--- src/rtl/ehc_pkg.sv ---
package ehc_pkg;

    localparam logic [2:0] KIND_ETH    = 3'd0;
    localparam logic [2:0] KIND_ARP    = 3'd1;
    localparam logic [2:0] KIND_IPV4   = 3'd2;
    localparam logic [2:0] KIND_IPV6   = 3'd3;
    localparam logic [2:0] KIND_ICMPV4 = 3'd4;
    localparam logic [2:0] KIND_TCP    = 3'd5;
    localparam logic [2:0] KIND_UDP    = 3'd6;
    localparam logic [2:0] KIND_END    = 3'd7;

    localparam logic [1:0] NET_NONE = 2'd0;
    localparam logic [1:0] NET_IPV4 = 2'd1;
    localparam logic [1:0] NET_IPV6 = 2'd2;
    localparam logic [1:0] NET_ARP  = 2'd3;

    localparam logic [15:0] ETYPE_IPV4 = 16'h0800;
    localparam logic [15:0] ETYPE_IPV6 = 16'h86DD;
    localparam logic [15:0] ETYPE_ARP  = 16'h0806;

    localparam logic [7:0] PROTO_ICMP = 8'd1;
    localparam logic [7:0] PROTO_TCP  = 8'd6;
    localparam logic [7:0] PROTO_UDP  = 8'd17;

    localparam int POS_ETYPE_HI = 12;
    localparam int POS_ETYPE_LO = 13;
    localparam int POS_VER_IHL  = 14;
    localparam int POS_TLEN_HI  = 16;
    localparam int POS_TLEN_LO  = 17;
    localparam int POS_V6_NEXT  = 20;
    localparam int POS_V4_PROTO = 23;

    localparam int ETH_BYTES    = 14;
    localparam int V4_DECIDE    = 18;
    localparam int V4_PROTO_IN  = 24;
    localparam int V6_END       = 54;
    localparam int TCP_BYTES    = 20;
    localparam int UDP_BYTES    = 8;
    localparam int ICMP_BYTES   = 8;

    localparam int MAX_RECORDS  = 3;

    typedef struct packed {
        logic [2:0]  kind;
        logic [13:0] offset;
        logic [13:0] length;
    } record_t;

    typedef struct packed {
        logic [1:0] count;
        record_t    rec2;
        record_t    rec1;
        record_t    rec0;
    } bundle_t;

    typedef struct packed {
        logic full;
        logic empty;
    } q_stat_t;

endpackage

--- src/rtl/ehc_front.sv ---
module ehc_front #(
    parameter int MAX_FRAME_BYTES = 16383
) (
    input  logic             aclk,
    input  logic             aresetn,
    input  logic             accept,
    input  logic [7:0]       data_byte,
    input  logic             last_byte,
    output logic             push,
    output ehc_pkg::bundle_t bundle
);

    localparam int CW = $clog2(MAX_FRAME_BYTES + 1);
    localparam int SW = (CW > 8) ? CW : 8;

    logic [CW-1:0] cnt_reg, cnt_next;
    logic [15:0]   etype_reg, etype_next;
    logic [3:0]    ver_reg, ver_next;
    logic [3:0]    ihl_reg, ihl_next;
    logic [15:0]   tlen_reg, tlen_next;
    logic [7:0]    proto_reg, proto_next;
    logic [1:0]    net_reg, net_next;
    logic          f_eth_reg, f_eth_next;
    logic          f_dec_reg, f_dec_next;
    logic          f_ok_reg, f_ok_next;
    logic          f_tr_reg, f_tr_next;

    ehc_pkg::record_t recs [ehc_pkg::MAX_RECORDS];
    logic [1:0]       n;
    logic [CW-1:0]    seen;
    logic             v4;
    logic [6:0]       start;
    logic [4:0]       need;
    logic [2:0]       tkind;
    logic [7:0]       ready_at;

    function automatic ehc_pkg::record_t mk(logic [2:0] k, logic [13:0] o, logic [13:0] l);
        ehc_pkg::record_t r;
        r.kind   = k;
        r.offset = o;
        r.length = l;
        return r;
    endfunction

    always_comb begin
        cnt_next   = cnt_reg;
        etype_next = etype_reg;
        ver_next   = ver_reg;
        ihl_next   = ihl_reg;
        tlen_next  = tlen_reg;
        proto_next = proto_reg;
        net_next   = net_reg;
        f_eth_next = f_eth_reg;
        f_dec_next = f_dec_reg;
        f_ok_next  = f_ok_reg;
        f_tr_next  = f_tr_reg;
        n          = 2'd0;
        v4         = 1'b0;
        start      = 7'd0;
        need       = 5'd0;
        tkind      = ehc_pkg::KIND_ETH;
        ready_at   = 8'd0;
        for (int i = 0; i < ehc_pkg::MAX_RECORDS; i++) begin
            recs[i] = mk(ehc_pkg::KIND_ETH, 14'd0, 14'd0);
        end

        if (cnt_reg < CW'(MAX_FRAME_BYTES)) begin
            cnt_next = cnt_reg + 1'b1;
        end
        if (cnt_reg == CW'(ehc_pkg::POS_ETYPE_HI)) etype_next = {data_byte, 8'h00};
        if (cnt_reg == CW'(ehc_pkg::POS_ETYPE_LO)) etype_next = {etype_reg[15:8], data_byte};
        if (cnt_reg == CW'(ehc_pkg::POS_VER_IHL)) begin
            ver_next = data_byte[7:4];
            ihl_next = data_byte[3:0];
        end
        if (cnt_reg == CW'(ehc_pkg::POS_TLEN_HI)) tlen_next = {data_byte, 8'h00};
        if (cnt_reg == CW'(ehc_pkg::POS_TLEN_LO)) tlen_next = {tlen_reg[15:8], data_byte};
        if (cnt_reg == CW'(ehc_pkg::POS_V6_NEXT) && etype_next == ehc_pkg::ETYPE_IPV6) begin
            proto_next = data_byte;
        end
        if (cnt_reg == CW'(ehc_pkg::POS_V4_PROTO) && etype_next == ehc_pkg::ETYPE_IPV4) begin
            proto_next = data_byte;
        end
        seen = cnt_next;

        if (!f_eth_reg && SW'(seen) >= SW'(ehc_pkg::ETH_BYTES)) begin
            f_eth_next = 1'b1;
            recs[n] = mk(ehc_pkg::KIND_ETH, 14'd0, 14'd0);
            n = n + 2'd1;
            if (etype_next == ehc_pkg::ETYPE_IPV4) begin
                net_next = ehc_pkg::NET_IPV4;
            end else if (etype_next == ehc_pkg::ETYPE_IPV6) begin
                net_next = ehc_pkg::NET_IPV6;
            end else if (etype_next == ehc_pkg::ETYPE_ARP) begin
                net_next   = ehc_pkg::NET_ARP;
                f_dec_next = 1'b1;
                f_ok_next  = 1'b1;
                f_tr_next  = 1'b1;
                recs[n] = mk(ehc_pkg::KIND_ARP, 14'(ehc_pkg::ETH_BYTES), 14'd0);
                n = n + 2'd1;
            end else begin
                net_next   = ehc_pkg::NET_NONE;
                f_dec_next = 1'b1;
                f_tr_next  = 1'b1;
            end
        end

        if (f_eth_next && !f_dec_next) begin
            if (net_next == ehc_pkg::NET_IPV4 && SW'(seen) >= SW'(ehc_pkg::V4_DECIDE)) begin
                f_dec_next = 1'b1;
                if (ver_next == 4'd4 && tlen_next > {10'd0, ihl_next, 2'b00}) begin
                    f_ok_next = 1'b1;
                    recs[n] = mk(ehc_pkg::KIND_IPV4, 14'(ehc_pkg::ETH_BYTES), 14'd0);
                    n = n + 2'd1;
                end else begin
                    f_tr_next = 1'b1;
                end
            end else if (net_next == ehc_pkg::NET_IPV6 &&
                         SW'(seen) >= SW'(ehc_pkg::V6_END)) begin
                f_dec_next = 1'b1;
                f_ok_next  = 1'b1;
                recs[n] = mk(ehc_pkg::KIND_IPV6, 14'(ehc_pkg::ETH_BYTES), 14'd0);
                n = n + 2'd1;
            end
        end

        if (f_ok_next && !f_tr_next) begin
            v4    = (net_next == ehc_pkg::NET_IPV4);
            start = v4 ? (7'(ehc_pkg::ETH_BYTES) + {1'b0, ihl_next, 2'b00})
                       : 7'(ehc_pkg::V6_END);
            if (proto_next == ehc_pkg::PROTO_TCP) begin
                need  = 5'(ehc_pkg::TCP_BYTES);
                tkind = ehc_pkg::KIND_TCP;
            end else if (proto_next == ehc_pkg::PROTO_UDP) begin
                need  = 5'(ehc_pkg::UDP_BYTES);
                tkind = ehc_pkg::KIND_UDP;
            end else if (proto_next == ehc_pkg::PROTO_ICMP && v4) begin
                need  = 5'(ehc_pkg::ICMP_BYTES);
                tkind = ehc_pkg::KIND_ICMPV4;
            end
            ready_at = {1'b0, start} + {3'd0, need};
            if (v4 && ready_at < 8'(ehc_pkg::V4_PROTO_IN)) ready_at = 8'(ehc_pkg::V4_PROTO_IN);
            if (v4 && SW'(seen) >= SW'(ehc_pkg::V4_PROTO_IN) &&
                tkind == ehc_pkg::KIND_ETH) begin
                f_tr_next = 1'b1;
            end else if (!v4 && tkind == ehc_pkg::KIND_ETH) begin
                f_tr_next = 1'b1;
            end else if (tkind != ehc_pkg::KIND_ETH && SW'(seen) >= SW'(ready_at)) begin
                f_tr_next = 1'b1;
                recs[n] = mk(tkind, 14'(start), 14'd0);
                n = n + 2'd1;
            end
        end

        if (last_byte) begin
            recs[n] = mk(ehc_pkg::KIND_END, 14'd0, 14'(seen));
            n = n + 2'd1;
            cnt_next   = '0;
            etype_next = '0;
            ver_next   = '0;
            ihl_next   = '0;
            tlen_next  = '0;
            proto_next = '0;
            net_next   = ehc_pkg::NET_NONE;
            f_eth_next = 1'b0;
            f_dec_next = 1'b0;
            f_ok_next  = 1'b0;
            f_tr_next  = 1'b0;
        end
    end

    assign push         = accept && (n != 2'd0);
    assign bundle.count = n;
    assign bundle.rec0  = recs[0];
    assign bundle.rec1  = recs[1];
    assign bundle.rec2  = recs[2];

    always_ff @(posedge aclk) begin
        if (!aresetn) begin
            cnt_reg   <= '0;
            etype_reg <= '0;
            ver_reg   <= '0;
            ihl_reg   <= '0;
            tlen_reg  <= '0;
            proto_reg <= '0;
            net_reg   <= ehc_pkg::NET_NONE;
            f_eth_reg <= 1'b0;
            f_dec_reg <= 1'b0;
            f_ok_reg  <= 1'b0;
            f_tr_reg  <= 1'b0;
        end else if (accept) begin
            cnt_reg   <= cnt_next;
            etype_reg <= etype_next;
            ver_reg   <= ver_next;
            ihl_reg   <= ihl_next;
            tlen_reg  <= tlen_next;
            proto_reg <= proto_next;
            net_reg   <= net_next;
            f_eth_reg <= f_eth_next;
            f_dec_reg <= f_dec_next;
            f_ok_reg  <= f_ok_next;
            f_tr_reg  <= f_tr_next;
        end
    end

endmodule

--- src/rtl/ehc_queue.sv ---
module ehc_queue #(
    parameter int DEPTH = 4
) (
    input  logic             aclk,
    input  logic             aresetn,
    input  logic             push,
    input  ehc_pkg::bundle_t wr_data,
    input  logic             pop,
    output ehc_pkg::bundle_t rd_data,
    output ehc_pkg::q_stat_t stat
);

    localparam int PW = (DEPTH > 1) ? $clog2(DEPTH) : 1;
    localparam int NW = $clog2(DEPTH + 1);

    ehc_pkg::bundle_t mem_reg [DEPTH];
    logic [PW-1:0]    wr_ptr_reg, wr_ptr_next;
    logic [PW-1:0]    rd_ptr_reg, rd_ptr_next;
    logic [NW-1:0]    fill_reg, fill_next;
    logic             do_push, do_pop;

    assign stat.full  = (fill_reg == NW'(DEPTH));
    assign stat.empty = (fill_reg == '0);
    assign do_push    = push && !stat.full;
    assign do_pop     = pop && !stat.empty;
    assign rd_data    = mem_reg[rd_ptr_reg];

    always_comb begin
        wr_ptr_next = wr_ptr_reg;
        rd_ptr_next = rd_ptr_reg;
        fill_next   = fill_reg;
        if (do_push) begin
            wr_ptr_next = (wr_ptr_reg == PW'(DEPTH - 1)) ? '0 : wr_ptr_reg + 1'b1;
        end
        if (do_pop) begin
            rd_ptr_next = (rd_ptr_reg == PW'(DEPTH - 1)) ? '0 : rd_ptr_reg + 1'b1;
        end
        if (do_push && !do_pop) begin
            fill_next = fill_reg + 1'b1;
        end else if (do_pop && !do_push) begin
            fill_next = fill_reg - 1'b1;
        end
    end

    always_ff @(posedge aclk) begin
        if (do_push) begin
            mem_reg[wr_ptr_reg] <= wr_data;
        end
    end

    always_ff @(posedge aclk) begin
        if (!aresetn) begin
            wr_ptr_reg <= '0;
            rd_ptr_reg <= '0;
            fill_reg   <= '0;
        end else begin
            wr_ptr_reg <= wr_ptr_next;
            rd_ptr_reg <= rd_ptr_next;
            fill_reg   <= fill_next;
        end
    end

endmodule

--- src/rtl/ehc_emit.sv ---
module ehc_emit (
    input  logic             aclk,
    input  logic             aresetn,
    input  ehc_pkg::bundle_t head,
    input  ehc_pkg::q_stat_t stat,
    output logic             pop,
    output logic             m_axis_tvalid,
    input  logic             m_axis_tready,
    output logic [31:0]      m_axis_tdata,   // header_offset[13:0], frame_length[27:14]
    output logic [2:0]       m_axis_tuser,   // header_kind[2:0]
    output logic             m_axis_tlast
);

    ehc_pkg::bundle_t cur_reg, cur_next;
    logic [1:0]       idx_reg, idx_next;
    logic             busy_reg, busy_next;
    ehc_pkg::record_t rec;
    logic             last_rec;
    logic             load;

    always_comb begin
        case (idx_reg)
            2'd0:    rec = cur_reg.rec0;
            2'd1:    rec = cur_reg.rec1;
            default: rec = cur_reg.rec2;
        endcase
    end

    assign last_rec = (idx_reg == cur_reg.count - 2'd1);
    assign load     = !busy_reg || (m_axis_tready && last_rec);
    assign pop      = load && !stat.empty;

    always_comb begin
        cur_next  = cur_reg;
        idx_next  = idx_reg;
        busy_next = busy_reg;
        if (load) begin
            busy_next = !stat.empty;
            idx_next  = 2'd0;
            if (!stat.empty) begin
                cur_next = head;
            end
        end else if (m_axis_tready) begin
            idx_next = idx_reg + 2'd1;
        end
    end

    assign m_axis_tvalid = busy_reg;
    assign m_axis_tdata  = {4'd0, rec.length, rec.offset};
    assign m_axis_tuser  = rec.kind;
    assign m_axis_tlast  = last_rec;

    always_ff @(posedge aclk) begin
        cur_reg <= cur_next;
    end

    always_ff @(posedge aclk) begin
        if (!aresetn) begin
            idx_reg  <= 2'd0;
            busy_reg <= 1'b0;
        end else begin
            idx_reg  <= idx_next;
            busy_reg <= busy_next;
        end
    end

endmodule

--- src/rtl/ethernet_ip_header_classifier_unit.sv ---
// A record is written into the bundle queue when its byte is accepted, then loaded into
// the ehc_emit output register that drives m_axis. Throughput: one byte per cycle; records
// leave one per cycle while m_axis_tready is high, set by the output stage; a byte may cause
// two or three, and the queue (QUEUE_DEPTH bundles) absorbs them until s_axis_tready drops.
// Reset: synchronous, active low aresetn; clears the frame state, the queue and the output.
module ethernet_ip_header_classifier_unit #(
    parameter int MAX_FRAME_BYTES = 16383,
    parameter int QUEUE_DEPTH     = 4
) (
    input  logic        aclk,
    input  logic        aresetn,
    input  logic        s_axis_tvalid,
    output logic        s_axis_tready,
    input  logic [7:0]  s_axis_tdata,    // data_byte[7:0]
    input  logic        s_axis_tlast,
    output logic        m_axis_tvalid,
    input  logic        m_axis_tready,
    output logic [31:0] m_axis_tdata,    // header_offset[13:0], frame_length[27:14]
    output logic [2:0]  m_axis_tuser,    // header_kind[2:0]
    output logic        m_axis_tlast
);

    ehc_pkg::bundle_t wr_bundle;
    ehc_pkg::bundle_t rd_bundle;
    ehc_pkg::q_stat_t q_stat;
    logic             accept;
    logic             push;
    logic             pop;

    assign s_axis_tready = !q_stat.full;
    assign accept        = s_axis_tvalid && s_axis_tready;

    ehc_front #(
        .MAX_FRAME_BYTES(MAX_FRAME_BYTES)
    ) u_front (
        .aclk      (aclk),
        .aresetn   (aresetn),
        .accept    (accept),
        .data_byte (s_axis_tdata),
        .last_byte (s_axis_tlast),
        .push      (push),
        .bundle    (wr_bundle)
    );

    ehc_queue #(
        .DEPTH(QUEUE_DEPTH)
    ) u_queue (
        .aclk    (aclk),
        .aresetn (aresetn),
        .push    (push),
        .wr_data (wr_bundle),
        .pop     (pop),
        .rd_data (rd_bundle),
        .stat    (q_stat)
    );

    ehc_emit u_emit (
        .aclk          (aclk),
        .aresetn       (aresetn),
        .head          (rd_bundle),
        .stat          (q_stat),
        .pop           (pop),
        .m_axis_tvalid (m_axis_tvalid),
        .m_axis_tready (m_axis_tready),
        .m_axis_tdata  (m_axis_tdata),
        .m_axis_tuser  (m_axis_tuser),
        .m_axis_tlast  (m_axis_tlast)
    );

endmodule

--- config.mk ---
export PLATFORM = sky130hd
export DESIGN_NAME = ethernet_ip_header_classifier_unit
export DESIGN_NICKNAME = d
export VERILOG_FILES = /design/src/rtl/ehc_pkg.sv /design/src/rtl/ehc_front.sv /design/src/rtl/ehc_queue.sv /design/src/rtl/ehc_emit.sv /design/src/rtl/ethernet_ip_header_classifier_unit.sv
export SDC_FILE = /design/constraint.sdc
export NUM_CORES = 1
export LEC_CHECK = 0
export ABC_AREA = 1
export ABC_CLOCK_PERIOD_IN_PS = 24300
export CAP_MARGIN = 5
export CORE_UTILIZATION = 45
export CTS_CLUSTER_SIZE = 25
export DETAILED_ROUTE_END_ITERATION = 10
export DONT_BUFFER_PORTS = 1
export PLACE_DENSITY = 0.56
export SETUP_SLACK_MARGIN = 0.05
export SYNTH_ARGS = -nofsm -noshare
export SYNTH_HDL_FRONTEND = slang
export SYNTH_SLANG_ARGS = --single-unit
--- constraint.sdc ---
create_clock -name aclk -period 24.3 [get_ports aclk]
set_clock_uncertainty 0.2 [all_clocks]
set_input_delay 3.645 -clock aclk [delete_from_list [all_inputs] [get_ports aclk]]
set_output_delay 3.645 -clock aclk [all_outputs]
set_load 0.02 [all_outputs]
Word level (Yosys, flattened, before mapping)
Memories as Yosys holds them, arrays and structs flattened. A register that Yosys moved wholly into a read port is not among the register bits.
Index checks and enable logic that the tools add are counted.
- logic and storage cells: 219
- register bits after elaboration: 78
- RAM bits: 380
- memories kept: 1
- bits of input ports: 13
- magnitude comparators: 14
- $add $sub $neg: 12
- equal/unequal tests: 21
- bitwise operators: 11
- reduce and logical (&&, ||, !) cells: 43
- mux-type cells: 101
- memories (memory ; depth ; width ; read ports ; clocked after memory_dff ; wr ports ; RTL line ; text):
    u_queue.mem_reg ; 4 ; 95 ; 1 ; 1 ; 1 ; ehc_queue.sv:16 ; ehc_pkg::bundle_t mem_reg [DEPTH];
- operator list (operator ; count):
    93-bit two-way mux ; 9
    93-bit bitwise mux ; 2
    31-bit demux with 2-bit select ; 3
    31-bit two-way mux ; 6
    16-bit two-way mux ; 6
    81-bit AND ; 1
    81-bit inverter ; 1
    78-bit AND ; 1
    78-bit inverter ; 1
    31-bit one-hot mux with 2 select lines ; 1
    14-bit by 5-bit == test with 1-bit output (second input constant) ; 4
    14-bit by 4-bit == test with 1-bit output (second input constant) ; 3
    2-bit two-way mux ; 20
    8-bit two-way mux ; 5
    16-bit by 12-bit == test with 1-bit output (second input constant) ; 2
    1-bit two-way mux ; 31
    29-bit two-way mux ; 1
    14-bit by 5-bit greater-or-equal comparator with 1-bit output (second input constant) ; 2
    14-bit two-way mux ; 2
    1-bit logical AND ; 25
    4-bit two-way mux ; 5
    3-bit two-way mux ; 6
    16-bit == test (second input constant) ; 1
    16-bit by 6-bit > comparator with 1-bit output ; 1
    other kinds (36) ; 63

Depth between registers and ports, before layout
- word-level depth: 35
- depth in mapped cells: 56

Hierarchy
A second synthesis with hierarchy kept.
- cells, all modules: 2323
- area, all modules: 24753.7 sq um
- by module, submodules not included (module ; times used ; sequential area each (sq um) ; area each (sq um) ; cells an instance):
    ehc_queue ; 1 ; 11591.1 ; 14565.2 ; 989
    ehc_front ; 1 ; 1361.3 ; 6403.6 ; 1099
    ehc_emit ; 1 ; 2912.8 ; 3771.1 ; 232
    ethernet_ip_header_classifier_unit ; 1 ; 0.0 ; 13.8 ; 3

Worst setup path after synthesis
OpenSTA, ideal clock, no wires.
- path type: input to register
- from: input port s_axis_tdata[4]
- to: memory u_queue.mem_reg[0][0] (netlist bit), enable pin
- arrival time: 11123 ps
- cell stages on the path: 42
- slack: 12476 ps
- path through: inv_1 nand4_1 nand2_1 nand2_1 inv_1 nand2_1 nor2_2 nand4_1 nand2_1 nand2_1 nand2_1 clkinv_1 nand2_1 nor2_1 nand2_2 inv_1 ha_1 fa_1 [6 not listed] inv_1 nor2_1 ha_1 nand2_1 o21ai_0 a21oi_1 nor2_1 nor2_1 o2111ai_1 nand4_1 nand2_1 inv_1 ha_1 nand2_1 nand2_1 nand2_2 nand2_1 nor2_1
- cells in the longest elaborated chain, start to end: 31
- elaborated cells between the ends (all ways): 91
- classes of those cells: add/sub: 4; order compare: 3; eq/ne: 9; mux: 54; reduce/logical: 21
- RTL lines (what ; RTL line ; text):
    start, declared ; ethernet_ip_header_classifier_unit.sv:14 ; input logic [7:0] s_axis_tdata,
    16-bit two-way mux ; ehc_front.sv:70 ; if (cnt_reg == CW'(ehc_pkg::POS_ETYPE_HI)) etype_next = {data_byte, 8'h00};
    16-bit two-way mux ; ehc_front.sv:71 ; if (cnt_reg == CW'(ehc_pkg::POS_ETYPE_LO)) etype_next = {etype_reg[15:8], data_byte};
    16-bit by 12-bit == test with 1-bit output ; ehc_front.sv:94 ; end else if (etype_next == ehc_pkg::ETYPE_ARP) begin
    2-bit two-way mux ; ehc_front.sv:94 ;
    2-bit two-way mux ; ehc_front.sv:92 ; end else if (etype_next == ehc_pkg::ETYPE_IPV6) begin
    2-bit two-way mux ; ehc_front.sv:90 ; if (etype_next == ehc_pkg::ETYPE_IPV4) begin
    2-bit two-way mux ; ehc_front.sv:86 ; if (!f_eth_reg && SW'(seen) >= SW'(ehc_pkg::ETH_BYTES)) begin
    2-bit by 1-bit == test with 1-bit output ; ehc_front.sv:109, ehc_front.sv:128 ;
    [15 not listed] ; n/a ;
    2-bit two-way mux * ; ehc_front.sv:127 ; if (f_ok_next && !f_tr_next) begin
    2-bit by 1-bit adder with 2-bit output ; ehc_front.sv:157 ; n = n + 2'd1;
    2-bit two-way mux * ; ehc_front.sv:155 ; if (last_byte) begin
    2-bit nonzero test * ; ehc_front.sv:172 ; assign push = accept && (n != 2'd0);
    1-bit logical AND * ; ehc_front.sv:172 ;
    1-bit logical AND * ; ehc_queue.sv:24 ; assign do_push = push && !stat.full;
    1-bit two-way mux * ; ehc_queue.sv:46 ; if (do_push) begin
    1-bit two-way mux (implied by the code) * ; ehc_queue.sv:47 ; mem_reg[wr_ptr_reg] <= wr_data;
    end, declared ; ehc_queue.sv:16 ;
Every way passes the cells marked *; elsewhere a longest branch is shown, timed or not. The select of a mux whose other input is x is not followed.

Final worst setup path
- from: input port s_axis_tdata[5]
- to: memory u_queue.mem_reg[0][13] (netlist bit), enable pin
The elaborated chain is that of the path after synthesis.

==> results.json <==
{
  "max_stage_delay_ns": 0.80,
  "met2_usage": 0.371,
  "path_common_cell": "nand2_1",
  "fmax_mhz": 95.5,
  "outcome": "finished clean",
  "critPathLaunch": "s_axis_tdata[5]",
  "drt_iter0_markers": 906,
  "finalHoldViolations": 0,
  "hpwl_mm": 30.0,
  "antenna_cells": 0,
  "post-route-util": 0.504,
  "ant_nets": 0,
  "yosys.area.top_type": "edfxtp_1",
  "end_kind": "flop",
  "ys_ff_latch": 433,
  "grt_usage": 0.221,
  "cts_buffer_depth": 3,
  "design_area_sq_um": 21800,
  "critPathBufInv": 7,
  "nNetsFinal": 2039,
  "cts_resized": 0,
  "finalCritPeriodShare": 0.431,
  "portBuffers": 0,
  "synth_area_leaders": "edfxtp_1 (54%), dfxtp_1 (7.9%), nand2_1 (7.7%), nor2_1 (5.1%), o21ai_0 (4.6%)",
  "final_common_cell": "nand2_1",
  "hp-class": "reg2reg",
  "path_max_fanout": 55,
  "routed_wl_mm": 48.9,
  "vias": 13985,
  "critical_path_arrival_ns": 10.48,
  "die_w_um": 212,
  "synthCells": 2013,
  "vdd_ir_drop_max_uv": 69.6,
  "cts_tree": "yes",
  "grt_pass1_vias": 13584,
  "yosysWarnings": 0,
  "drive_above_1_share": 0.0776,
  "path_delay_family": "simple AND/OR/NAND/NOR gates",
  "cpMaxStageDelayCell": "buf_4",
  "start_util": 0.459,
  "wl_per_cell_um": 18.7,
  "cts_setup_buffers": 0,
  "rsz0062_at_grt": "false",
  "top_usage_layer": "met2",
  "whs_ns": 0.264,
  "cp_num_cells": 44,
  "min_path_cells": 2,
  "syn_area_sq_um": 19800,
  "area_delta_synth_final_pct": 9.90,
  "drv_slew": 0,
  "holdCritStartpoint": "u_front.ver_reg[3]",
  "slew_headroom": 0.323,
  "finalSetupTns_ns": 0,
  "startpoint_type": "input pin",
  "period_needed_ns": 10.47,
  "power_density_nw_per_um2": 95.7,
  "worstReg2RegStart": "u_front.cnt_reg[0]",
  "max_cap_viol_count": 0,
  "gp_congestion": 0.891,
  "power_w": 0.00209,
  "post_dp_cell_area_sq_um": 20300,
  "via_per_inst": 5.36,
  "core_area_sq_um": 43300,
  "largest_reg_flops": 284,
  "antenna_found_initial": 0,
  "grt_pass1_wl_mm": 76.0,
  "grt_overflow": 0,
  "clkSinkCount": 433,
  "drc_errors": 0,
  "synth_seq_area_share": 0.616,
  "leakagePower_nw": 8.30,
  "worstPathRequired_ns": 24.31,
  "die_area_sq_um": 44900,
  "r2r_cells": 46,
  "cts_hold_buf": 0,
  "core.rowCount": 76,
  "grt_max_degree": 84,
  "clockRootBuffer": "clkbuf_16",
  "avgSynthCellArea_sq_um": 9.86,
  "critPathKind": "in2reg",
  "synth_top_area_share": 0.537,
  "clock_latency_ns": 0.59,
  "use_met3": 0.0430,
  "clkTransAtPathRegs_ns": 0.06,
  "grt_use_met1": 0.293,
  "io_pins": 51,
  "cts_made_buffers": 47,
  "htreeDepth": 2,
  "layout_common_cells": "nand2_1 (404), edfxtp_1 (355), nor2_1 (265), o21ai_0 (182), inv_1 (152)",
  "setup_viol": 0,
  "die_y_um": 212,
  "tightest_slew_ns": 1.02,
  "netlist-cell-type-count": 49,
  "first_pass_iters": 5
}
-- area by class of cell --
| class | instances | area, sq um |
|---|---|---|
| Fill cell | 3930 | 21500 |
| Tap cell | 585 | 732 |
| Clock buffer | 59 | 1250 |
| Sequential cell | 433 | 12200 |
| Multi-Input combinational cell | 1320 | 6590 |
| Timing Repair Buffer | 17 | 128 |
| Clock inverter | 26 | 238 |
| Inverter | 169 | 637 |
-- cell families (layout without fill, tap and decap cells) --
kind of cell,after synthesis,after routing,synth area share
flip-flops,433,433,0.616
other,1,12,0.000189
adder cells (fa/ha/maj),38,38,0.0247
buffers and inverters,271,271,0.0562
multiplexers,1,1,0.000504
AO/OA/AOI/OAI,395,395,0.110
AND/OR/NAND/NOR,867,867,0.189
XOR/XNOR,7,7,0.00309
-- final timing paths --
| check | endpoint | slack (ns) |
|---|---|---|
| worst max-delay path | u_queue.mem_reg[0][13] | 13.83 |
| worst min-delay path | u_front.ver_reg[3] | 0.26 |
| worst max register to register | u_queue.mem_reg[0][13] | 15.00 |
| worst min register to register | u_front.ver_reg[3] | 0.26 |
-- stage by stage --
step                      setup WS, ns  instances
final                            13.83       2609
after global routing             13.09       2609
after global placement           13.44       2524
after detailed placement         13.23       2524
after CTS                        13.82       2609
after floorplan                  12.48       2024
-- synth_stat cells (all sizes together) --
cell type and count:
nand3b 2, a21oi 98, inv 163, xor2 5, nor3 17, clkinv 6
a2bb2oi 1, o211ai 5, nand3 98, or3 1, nor4 2, dfxtp 78
a211o 1, o2111ai 1, o22ai 72, a31oi 3, mux2i 1, or2 2
xnor2 2, o41ai 1, o21a 1, fa 2, nand2 422, o21bai 1
conb 1, edfxtp 355, o21ai 186, ha 36, nor3b 1, nand4 34
a22oi 23, clkbuf 76, nor2 288, a211oi 1, a41oi 1, buf 26
-- layer usage --
metal	vias up	routed length [um]
met1	6750	21500
met5	-	0
met4	0	1080
met2	296	23700
li1	6870	-
met3	69	2620
-- report_power, final --
part | switching (W) | internal, W
combinational | 0.000312 | 0.000102
sequential | 0.0000458 | 0.000938
clock | 0.000298 | 0.000391
total | 0.000656 | 0.00143
-- worst register-to-register path, delay by kind of cell (launching register included) --
kind,cells,cell delay [ns]
simple gates,29,4.51
fa+ha+maj,5,1.46
buf+inv,5,1.04
compound gates,6,0.94
flops,1,0.51
xor+xnor,1,0.20
No activity file was read; power rests on OpenSTA's default activity.
